[src/rtl/owhm_pkg.sv]
// Shared types, constants and tables of the omni-wheel heading mixer.
// Holds the request and response beat structs, the sequencer encodings and the CORDIC table.
// Depends on nothing.
`default_nettype none

package owhm_pkg;

   // Output lanes are fixed by the response beat
   localparam int LANES = 4;

   // Request types
   localparam logic [1:0] REQ_DRIVE   = 2'd0;
   localparam logic [1:0] REQ_ESCAPE  = 2'd1;
   localparam logic [1:0] REQ_BRAKE   = 2'd2;
   localparam logic [1:0] REQ_RELEASE = 2'd3;

   // Register indexes (byte address / 4)
   localparam logic [2:0] REG_PROP_GAIN = 3'd0;
   localparam logic [2:0] REG_TIME_GAIN = 3'd1;
   localparam logic [2:0] REG_RATE_GAIN = 3'd2;
   localparam logic [2:0] REG_SMOOTHING = 3'd3;
   localparam logic [2:0] REG_ANGLE_A   = 3'd4;
   localparam logic [2:0] REG_ANGLE_B   = 3'd5;
   localparam logic [2:0] REG_ANGLE_C   = 3'd6;
   localparam logic [2:0] REG_ANGLE_D   = 3'd7;

   // Angle constants in Q30 radians
   localparam logic signed [35:0] PI_Q30      = 36'sd3373259426;
   localparam logic signed [35:0] TWO_PI_Q30  = 36'sd6746518852;
   localparam logic signed [35:0] HALF_PI_Q30 = 36'sd1686629713;
   localparam logic signed [33:0] CORDIC_GAIN = 34'sd652032874;

   localparam logic [16:0]        QUARTER_PI_Q12 = 17'd3217;
   localparam logic [31:0]        DEG_SCALE      = 32'd234684;
   localparam logic [31:0]        MICRO_SCALE    = 32'd1000000;
   localparam logic [40:0]        SUM_LIMIT      = 41'h100_0000_0000;
   localparam logic signed [44:0] POWER_LIMIT    = 45'sd16711680;
   localparam logic [8:0]         SMOOTH_MAX     = 9'd256;

   // Divider geometry
   localparam int DIV_NUM_W = 64;
   localparam int DIV_DEN_W = 32;
   localparam int DIV_CNT_W = 7;

   typedef struct packed {
      logic [1:0]         req_type;
      logic signed [15:0] move_dir;
      logic signed [15:0] heading_now;
      logic signed [15:0] heading_goal;
      logic [7:0]         travel_speed;
      logic [31:0]        elapsed_us;
   } owhm_req_type;

   typedef struct packed {
      logic [8:0] duty_a;
      logic [8:0] duty_b;
      logic [8:0] duty_c;
      logic [8:0] duty_d;
      logic       drive_enable;
   } owhm_rsp_type;

   typedef enum logic [3:0] {
      ST_IDLE,
      ST_SIN_LOAD,
      ST_SIN_RED,
      ST_SIN_FOLD,
      ST_SIN_ROT,
      ST_SHARE_MUL,
      ST_GAIN,
      ST_TERM_MUL,
      ST_DIV_START,
      ST_DIV_WAIT,
      ST_PID_SAT,
      ST_PID_MUL,
      ST_BLEND,
      ST_RESULT
   } owhm_state_type;

   typedef enum logic [1:0] {
      OP_SHARE,
      OP_PROP,
      OP_TIME,
      OP_RATE
   } owhm_op_type;

   // arctan(2^-i) in Q30
   function automatic logic [29:0] atan_q30(input logic [4:0] idx);
      logic [29:0] v;
      case (idx)
         5'd0:  v = 30'h3243F6A8;
         5'd1:  v = 30'h1DAC6705;
         5'd2:  v = 30'h0FADBAFC;
         5'd3:  v = 30'h07F56EA6;
         5'd4:  v = 30'h03FEAB76;
         5'd5:  v = 30'h01FFD55B;
         5'd6:  v = 30'h00FFFAAA;
         5'd7:  v = 30'h007FFF55;
         5'd8:  v = 30'h003FFFEA;
         5'd9:  v = 30'h001FFFFD;
         5'd10: v = 30'h000FFFFF;
         5'd11: v = 30'h0007FFFF;
         5'd12: v = 30'h0003FFFF;
         5'd13: v = 30'h0001FFFF;
         5'd14: v = 30'h0000FFFF;
         5'd15: v = 30'h00007FFF;
         5'd16: v = 30'h00003FFF;
         5'd17: v = 30'h00001FFF;
         5'd18: v = 30'h00000FFF;
         5'd19: v = 30'h000007FF;
         5'd20: v = 30'h000003FF;
         5'd21: v = 30'h000001FF;
         5'd22: v = 30'h000000FF;
         5'd23: v = 30'h0000007F;
         default: v = '0;
      endcase
      return v;
   endfunction

endpackage

`default_nettype wire

[src/rtl/owhm_div.sv]
// Restoring divider of the heading mixer: one quotient bit per cycle.
// Depends on owhm_pkg for its widths.
`default_nettype none

module owhm_div
   import owhm_pkg::*;
(
   input  wire logic                 clock,
   input  wire logic                 reset,
   input  wire logic                 start,
   input  wire logic [DIV_NUM_W-1:0] num,
   input  wire logic [DIV_DEN_W-1:0] den,
   output logic                      done,
   output logic [DIV_NUM_W-1:0]      quot
);

   logic                 busy_ff, busy_in;
   logic                 done_ff, done_in;
   logic [DIV_CNT_W-1:0] cnt_ff, cnt_in;
   logic [DIV_NUM_W-1:0] quo_ff, quo_in;
   logic [DIV_DEN_W-1:0] rem_ff, rem_in;
   logic [DIV_DEN_W-1:0] den_ff, den_in;
   logic [DIV_DEN_W:0]   shifted;
   logic [DIV_DEN_W+1:0] trial;

   // Shift in one numerator bit, subtract the divisor when it fits
   always_comb begin
      busy_in = busy_ff;
      cnt_in  = cnt_ff;
      quo_in  = quo_ff;
      rem_in  = rem_ff;
      den_in  = den_ff;
      done_in = 1'b0;
      shifted = {rem_ff, quo_ff[DIV_NUM_W-1]};
      trial   = {1'b0, shifted} - {2'b0, den_ff};
      if (start) begin
         busy_in = 1'b1;
         cnt_in  = DIV_CNT_W'(DIV_NUM_W);
         rem_in  = '0;
         quo_in  = num;
         den_in  = den;
      end else if (busy_ff) begin
         if (!trial[DIV_DEN_W+1]) begin
            rem_in = trial[DIV_DEN_W-1:0];
            quo_in = {quo_ff[DIV_NUM_W-2:0], 1'b1};
         end else begin
            rem_in = shifted[DIV_DEN_W-1:0];
            quo_in = {quo_ff[DIV_NUM_W-2:0], 1'b0};
         end
         cnt_in = cnt_ff - DIV_CNT_W'(1);
         if (cnt_ff == DIV_CNT_W'(1)) begin
            busy_in = 1'b0;
            done_in = 1'b1;
         end
      end
   end

   always_ff @(posedge clock) begin
      if (reset) begin
         busy_ff <= 1'b0;
         done_ff <= 1'b0;
         cnt_ff  <= '0;
      end else begin
         busy_ff <= busy_in;
         done_ff <= done_in;
         cnt_ff  <= cnt_in;
      end
      quo_ff <= quo_in;
      rem_ff <= rem_in;
      den_ff <= den_in;
   end

   assign done = done_ff;
   assign quot = quo_ff;

   // A new division never lands on one in flight
   a_start_idle: assert property (@(posedge clock) disable iff (reset)
      start |-> !busy_ff)
      else $error("divider started while busy");

   // Done only follows the last busy step
   a_done_after_busy: assert property (@(posedge clock) disable iff (reset)
      done_ff |-> $past(busy_ff))
      else $error("divider done without a division");

   // A running division always has steps left
   a_busy_count: assert property (@(posedge clock) disable iff (reset)
      busy_ff |-> cnt_ff != '0)
      else $error("divider busy with empty count");

endmodule

`default_nettype wire

[config.mk]
export PLATFORM = sky130hd
export DESIGN_NAME = owhm_div
export DESIGN_NICKNAME = d
export VERILOG_FILES = /design/src/rtl/owhm_pkg.sv /design/src/rtl/owhm_div.sv
export SDC_FILE = /design/constraint.sdc
export NUM_CORES = 1
export LEC_CHECK = 0
export BUFFER_PORTS_ARGS = -buffer_cell sky130_fd_sc_hd__buf_2
export CAP_MARGIN = 20
export CORE_MARGIN = 10
export CORE_UTILIZATION = 40
export CTS_BUF_LIST = sky130_fd_sc_hd__clkbuf_8
export CTS_CLUSTER_DIAMETER = 50
export DETAILED_ROUTE_END_ITERATION = 10
export PLACE_DENSITY = 0.59
export SLEW_MARGIN = 0
export SYNTH_ARGS = -nofsm -noshare
export SYNTH_HDL_FRONTEND = slang
export SYNTH_SLANG_ARGS = --single-unit
[constraint.sdc]
create_clock -name clock -period 7.94 [get_ports clock]
set_input_delay 1.588 -clock clock [delete_from_list [all_inputs] [get_ports clock]]
set_output_delay 1.588 -clock clock [all_outputs]
set_load 0.05 [all_outputs]
==> impl_metrics.yaml, run 1 <==
floorplanning:
  start_util_pct: 41.00
  ios: 164
  coreArea_um2: 17420
  die_area_um2: 23600
  die_x_um: 153.6
  die_h_um: 153.6
  num_rows: 48
logic_synthesis:
  synthTopCellsByArea: "edfxtp_1 (40%), dfxtp_1 (11%), mux2_2 (10%)"
  yosysSeqAreaShare_pct: 51.87
  synth_cell_types: 49
  synthArstFlopShare_pct: 0
  synth_top_area_cell: "edfxtp_1"
  synth_top_family_by_area: "multiplexers"
  avgSynthCellArea_um2: 11.30
  synth-xor-area-share_pct: 4.170
  syn-cell-area_um2: 7141
  synthMuxAreaShare_pct: 13.04
  synth_fa_ha_area_share_pct: 6.238
  synthCells: 632
  synth_edf_count: 96
  synthSimpleGateAreaFrac_pct: 7.815
  yosys.area.top_type_share_pct: 40.37
  ys_ff_latch: 137
  mappedNetlistNets: 766
  ys_warn_count: 0
  synth_compound_area_share_pct: 12.65
  yosys_most_used_dff: "edfxtp_1"
critical_path:
  worstPathMaxFanout: 3
  start_kind: "register"
  slowest_stage: "fa_1"
  worstPathArrival_ns: 3.65
  crit_buf_inv: 2
  crit_type: "register to register"
  endpoint_kind: "register"
  crit_chain: "inv_1, ha_1, inv_1, fa_1, a211oi_1, o21ai_1, a21o_1, a31oi_1, o21ai_1, a31oi_1, xnor2_1, mux2i_1, a211oi_1"
  crit_family: "compound AO/OA/AOI/OAI gates"
  required_ns: 8.30
  slowest_delay_ns: 0.43
grt:
  grt_pass1_vias: 5613
  grt_max_degree: 70
  antenna_found_initial: 2
  grtUsageTotal_pct: 14.51
  grt-ovfl-total: 0
  grt_pass1_wl_um: 28140
pwr:
  clockPowerShare_pct: 27.8
  leakage_nw: 3.557
  seq_power_share_pct: 46.7
  combPwrFrac_pct: 25.5
  vdd_drop_max_mv: 0.1295
  p_per_area_nw_per_um2: 220.8
  switching_share_pct: 34.64
  netSwitchingPower_mw: 0.6500
  intPower_mw: 1.227
  finalPower_mw: 1.877
timing:
  setup_viol: 0
  holdWs_ns: 0.5040
  rsz0062_at_grt: "false"
  max_freq_mhz: 304.3
  maxSlewHeadroom_pct: 38.74
  period_share_pct: 41.39
  fin_setup_tns_ns: 0
  min_period_ns: 3.286
  finClkSkew_ns: 0.01698
  slew_viol_final: 0
  worst_pin_slew_ns: 0.9176
  hold_viol: 0
final_layout:
  drive_above_1_share_pct: 33.58
  nNetsFinal: 922
  final_common_cell: "buf_2"
  final_cell_mix: "buf_2 (162), edfxtp_1 (96), mux2_2 (64)"
  area_growth_pct: 19.05
cts:
  root_buffer: "clkbuf_8"
  cts_hold_buf: 0
  htree_levels: 4
  post_cts_buffers: 0
  numCtsBuffers: 17
  clkSlewWorstSetupHoldPaths_ns: 0.08
  cts.sinks: 137
  cts_tree: "done"
  cts_buffer_depth: 2
  insertion_delay_ns: 0.46
  cts-resized-gates: 0
detailed_routing:
  post_drt_via_cell_ratio: 5.215
  dr.first_iter.drc_count: 283
  drc: 0
  vias: 5356
  drt_wl_total_um: 17310
  wl_per_cell_um: 16.85
  dr.pass1.iters: 4
  ant_nets: 0
placement:
  hpwl_um: 12690
  io_buffers: 163
  routabilityCongestion: 0.8826
worst_hold_path:
  hold_path_class: "register to register"
run_status:
  outcome: "finished, final reports clean"
run:
  cap_violations: 0
routing by layer:
layer	up-vias	wire, µm	global-route usage, %
met3	24	1631	7.225
met4	0	321	5.488
met2	162	8017	22.86
met1	2538	7340	16.58
met5	-	0	0
li1	2632	-	-
final timing paths:
path,startpoint,endpoint,slack [ns],cells past startpoint
setup / recovery,quot[63],rem_ff[28],4.65,13
hold / removal,rem_ff[4],rem_ff[4],0.50,2
setup reg to reg,quot[63],rem_ff[28],4.65,13
hold reg to reg,rem_ff[4],rem_ff[4],0.50,2
synthesized netlist by cell type (2+ instances only):
library cell	count
o21a_1	6
a211oi_1	27
a22oi_1	2
o21bai_1	3
a21oi_1	33
and3_1	3
nor4b_1	2
o22ai_1	5
clkbuf_1	21
a221oi_1	2
or2_2	2
a31oi_1	11
ha_1	34
nand2_1	36
edfxtp_1	96
inv_1	42
a21o_1	11
mux2i_1	21
o21ai_0	26
dfxtp_1	41
nor2_1	55
nand4_1	5
xor2_1	17
buf_2	7
o31ai_1	2
nor3_1	11
o21ai_1	3
xnor2_1	17
nand3_1	8
mux2_2	64
final cells by class:
| type | instances | area (µm²) |
|---|---|---|
| clock inverter | 15 | 115.1 |
| inverter | 42 | 157.7 |
| clock buffer | 17 | 234.0 |
| antenna | 1 | 2.502 |
| sequential | 137 | 3704 |
| tap | 225 | 281.5 |
| fill | 1639 | 8916 |
| timing repair buffer | 168 | 859.6 |
| multi-input combinational | 422 | 3147 |
worst reg2reg max path, stage by stage, from the launching register on:
cell and delay [ns]:
edfxtp_1 0.42, inv_1 0.08, ha_1 0.16, inv_1 0.05, fa_1 0.43, a211oi_1 0.28
o21ai_1 0.16, a21o_1 0.23, a31oi_1 0.37, o21ai_1 0.23, a31oi_1 0.30, xnor2_1 0.16
mux2i_1 0.10, a211oi_1 0.23
per-stage QoR:
| step | instance area (µm²) | util [%] | setup WS, ns | cells |
|---|---|---|---|---|
| after global routing | 8498 | 48.79 | 4.365 | 1026 |
| final | 8501 | 48.81 | 4.654 | 1027 |
| after global placement | 8138 | 46.72 | 4.240 | 993 |
| after CTS | 8487 | 48.73 | 4.300 | 1025 |
| after detailed placement | 8138 | 46.72 | 4.199 | 993 |
| after floorplan | 7141 | - | 4.073 | 632 |
logic make-up after synthesis:
family                     Yosys count
AOI/OAI and AO/OA                  140
DFF                                137
and+or+nand+nor                    128
muxes                               85
buffers and inverters               73
adders and majority gates           35
xor gates and xnor gates            34
sequential cells by signal, indices dropped and copies added, names as in the netlist:
signal / cells
quot: 64
den_ff: 32
rem_ff: 32
cnt_ff: 7
busy_ff: 1
done: 1
power by group through the flow:
stage	combinational (mW)	clock [mW]	sequential (mW)
after floorplan	0.243	0	1.01
after detailed placement	0.479	0	0.892
final	0.478	0.523	0.876
after global placement	0.473	0	0.890
after global routing	0.522	0.567	0.886
after CTS	0.480	0.536	0.878
Power figures use the tool's default switching activity.
==> run 2: changes to the inputs <==
--- a/config.mk
+++ b/config.mk
@@ -12,7 +12,7 @@
 export CTS_BUF_LIST = sky130_fd_sc_hd__clkbuf_8
 export CTS_CLUSTER_DIAMETER = 50
 export DETAILED_ROUTE_END_ITERATION = 10
-export PLACE_DENSITY = 0.59
+export PLACE_DENSITY = 0.62
 export SLEW_MARGIN = 0
 export SYNTH_ARGS = -nofsm -noshare
 export SYNTH_HDL_FRONTEND = slang
==> constraint.sdc (replaced) <==
create_clock -name clock -period 2.7 [get_ports clock]
set_input_delay 0.54 -clock clock [delete_from_list [all_inputs] [get_ports clock]]
set_output_delay 0.54 -clock clock [all_outputs]
set_load 0.05 [all_outputs]
==> run 2 against run 1 <==
Hold slack got worse by 0.25 ns; clock skew rose by 0.0079 ns; via count rose by 2.6%; register-to-register slack got worse by 4.6 ns; clock power rose to 2.9 times the previous value; critical path depth rose by 1; core utilization rose by 2.5 points; power rose to 3.0 times the previous value; maximum frequency rose by 22%; flip-flop and latch count did not move; worst setup slack got worse by 4.6 ns.
==> impl_metrics.yaml, run 2 (synthesized netlist as in run 1, its figures left out) <==
critical_path:
  worstPathArrival_ns: 3.05
  required_ns: 3.06
  r2r-start: "quot[63]"
  start_kind: "register"
  crit_type: "register to register"
  endpoint_kind: "register"
  rrSetupSlack_ns: 0.009
  rr_endpoint: "rem_ff[30]"
  worstPathMaxFanout: 3
  worstRegToRegCells: 14
grt:
  antenna_found_initial: 1
  grt-ovfl-total: 0
  grt_pass1_vias: 5906
  grt_pass1_wl_um: 29610
  grtUsageTotal_pct: 15.22
  grt_max_degree: 78
floorplanning:
  die_x_um: 153.6
  die_area_um2: 23600
  ios: 164
  die_h_um: 153.6
  num_rows: 48
  start_util_pct: 41.00
  coreArea_um2: 17420
timing:
  fin_setup_tns_ns: 0
  maxSlewHeadroom_pct: 43.91
  slew_viol_final: 0
  rsz0062_at_grt: "true"
  period_share_pct: 99.66
  min_period_ns: 2.691
  hold_viol: 0
  worst_pin_slew_ns: 0.8414
  finClkSkew_ns: 0.02485
  max_freq_mhz: 371.6
  holdWs_ns: 0.2505
  setup_viol: 0
run:
  cap_violations: 0
cts:
  insertion_delay_ns: 0.47
  clkSlewWorstSetupHoldPaths_ns: 0.09
  cts.sinks: 137
  cts_tree: "done"
  root_buffer: "clkbuf_8"
  cts_buffer_depth: 2
  cts_hold_buf: 0
  htree_levels: 4
  numCtsBuffers: 17
final_layout:
  largest_reg_flops: 64
  area_growth_pct: 25.16
  seq_area_um2: 3704
  final_cell_mix: "buf_2 (162), edfxtp_1 (96), mux2_2 (64)"
  fillers: 1624
  final_cell_count_no_fill: 1060
  drive_above_1_share_pct: 40.29
  finalInstanceArea_um2: 8937
  nNetsFinal: 956
  final_common_cell: "buf_2"
  multiInputGateArea_um2: 3318
detailed_routing:
  post_drt_via_cell_ratio: 5.186
  wl_per_cell_um: 17.34
  ant_nets: 0
  drt_wl_total_um: 18380
  dr.first_iter.drc_count: 287
  dr.pass1.iters: 4
  vias: 5497
  drc: 0
placement:
  hpwl_um: 13340
  io_buffers: 163
  placed_area_um2: 8392
  routabilityCongestion: 0.9051
  dp.cells: 1019
pwr:
  finalPower_mw: 5.656
  p_per_area_nw_per_um2: 632.9
  leakage_nw: 3.752
  vdd_drop_max_mv: 0.3993
worst_hold_path:
  hold_path_class: "input port to register"
  hp-start: "den[23]"
  holdPathEnd: "den_ff[23]"
  holdPathStages: 1
run_status:
  outcome: "finished, final reports clean"
==> run 2: cell count changes in the layout (fill, tap and decap cells not counted), sizes merged <==
| cell | change |
|---|---|
| inv | -4 |
| clkinv | +3 |
| clkbuf | +1 |
| buf | +33 |
==> run 2: how the worst max path moves through the flow <==
| stage | from | to | slack (ns) |
|---|---|---|---|
| final | quot[63] | rem_ff[30] | 0.009 |
| after global routing | quot[63] | rem_ff[28] | -0.16 |
| after CTS | den_ff[1] | rem_ff[27] | 0.004 |
| after detailed placement | den_ff[1] | rem_ff[27] | -0.02 |
| after global placement | quot[63] | rem_ff[20] | 0.05 |
| after floorplan | quot[63] | rem_ff[20] | -0.14 |
==> run 2: cell type report <==
type | count | share of cell area [%]
antenna | 1 | 0.02800
clock buffer | 17 | 2.618
clock inverter | 14 | 1.134
inverter | 42 | 1.806
multi-input combinational | 422 | 37.13
sequential | 137 | 41.44
tap | 225 | 3.150
timing repair buffer | 202 | 12.70
==> run 2: report_power, final <==
group | internal, mW | switching, mW
sequential | 2.47 | 0.104
combinational | 0.590 | 0.991
clock | 0.632 | 0.871
==> run 2: metal layers <==
metal  GRT usage (%)  wire [µm]  up-vias
li1                -          -     2696
met2           24.10       8561      152
met3           8.536       1812       19
met4           4.813        272        0
met1           17.05       7731     2630
met5               0          0        -
==> run 2: repair_timing <==
item | 4_1_cts | 5_1_grt
endpoints found under the setup margin | 3 | 33
pin swaps | 1 | 21
hold endpoints to repair | 0 | 0
buffers inserted | 0 | 8
cloned | 0 | 1
gates resized for setup | 2 | 36
==> run 2: worst max-delay path, cell delays in order, from the launching register on <==
cell and delay [ns]:
edfxtp_1 0.40, inv_2 0.08, ha_4 0.13, inv_2 0.04, fa_2 0.34, a211oi_2 0.25, o21ai_2 0.10, a21o_1 0.20
a31oi_4 0.28, o21ai_4 0.12, a31oi_4 0.22, buf_4 0.14, o21ai_2 0.05, xnor2_1 0.17, o21ai_1 0.08
==> run 2: through the flow <==
step                setup WS, ns  utilization [%]
global placement         0.05482            48.18
finish                  0.009069            51.31
CTS                     0.004498            50.17
detailed placement      -0.01860            48.18
floorplan                -0.1358                -
global route             -0.1587            51.30
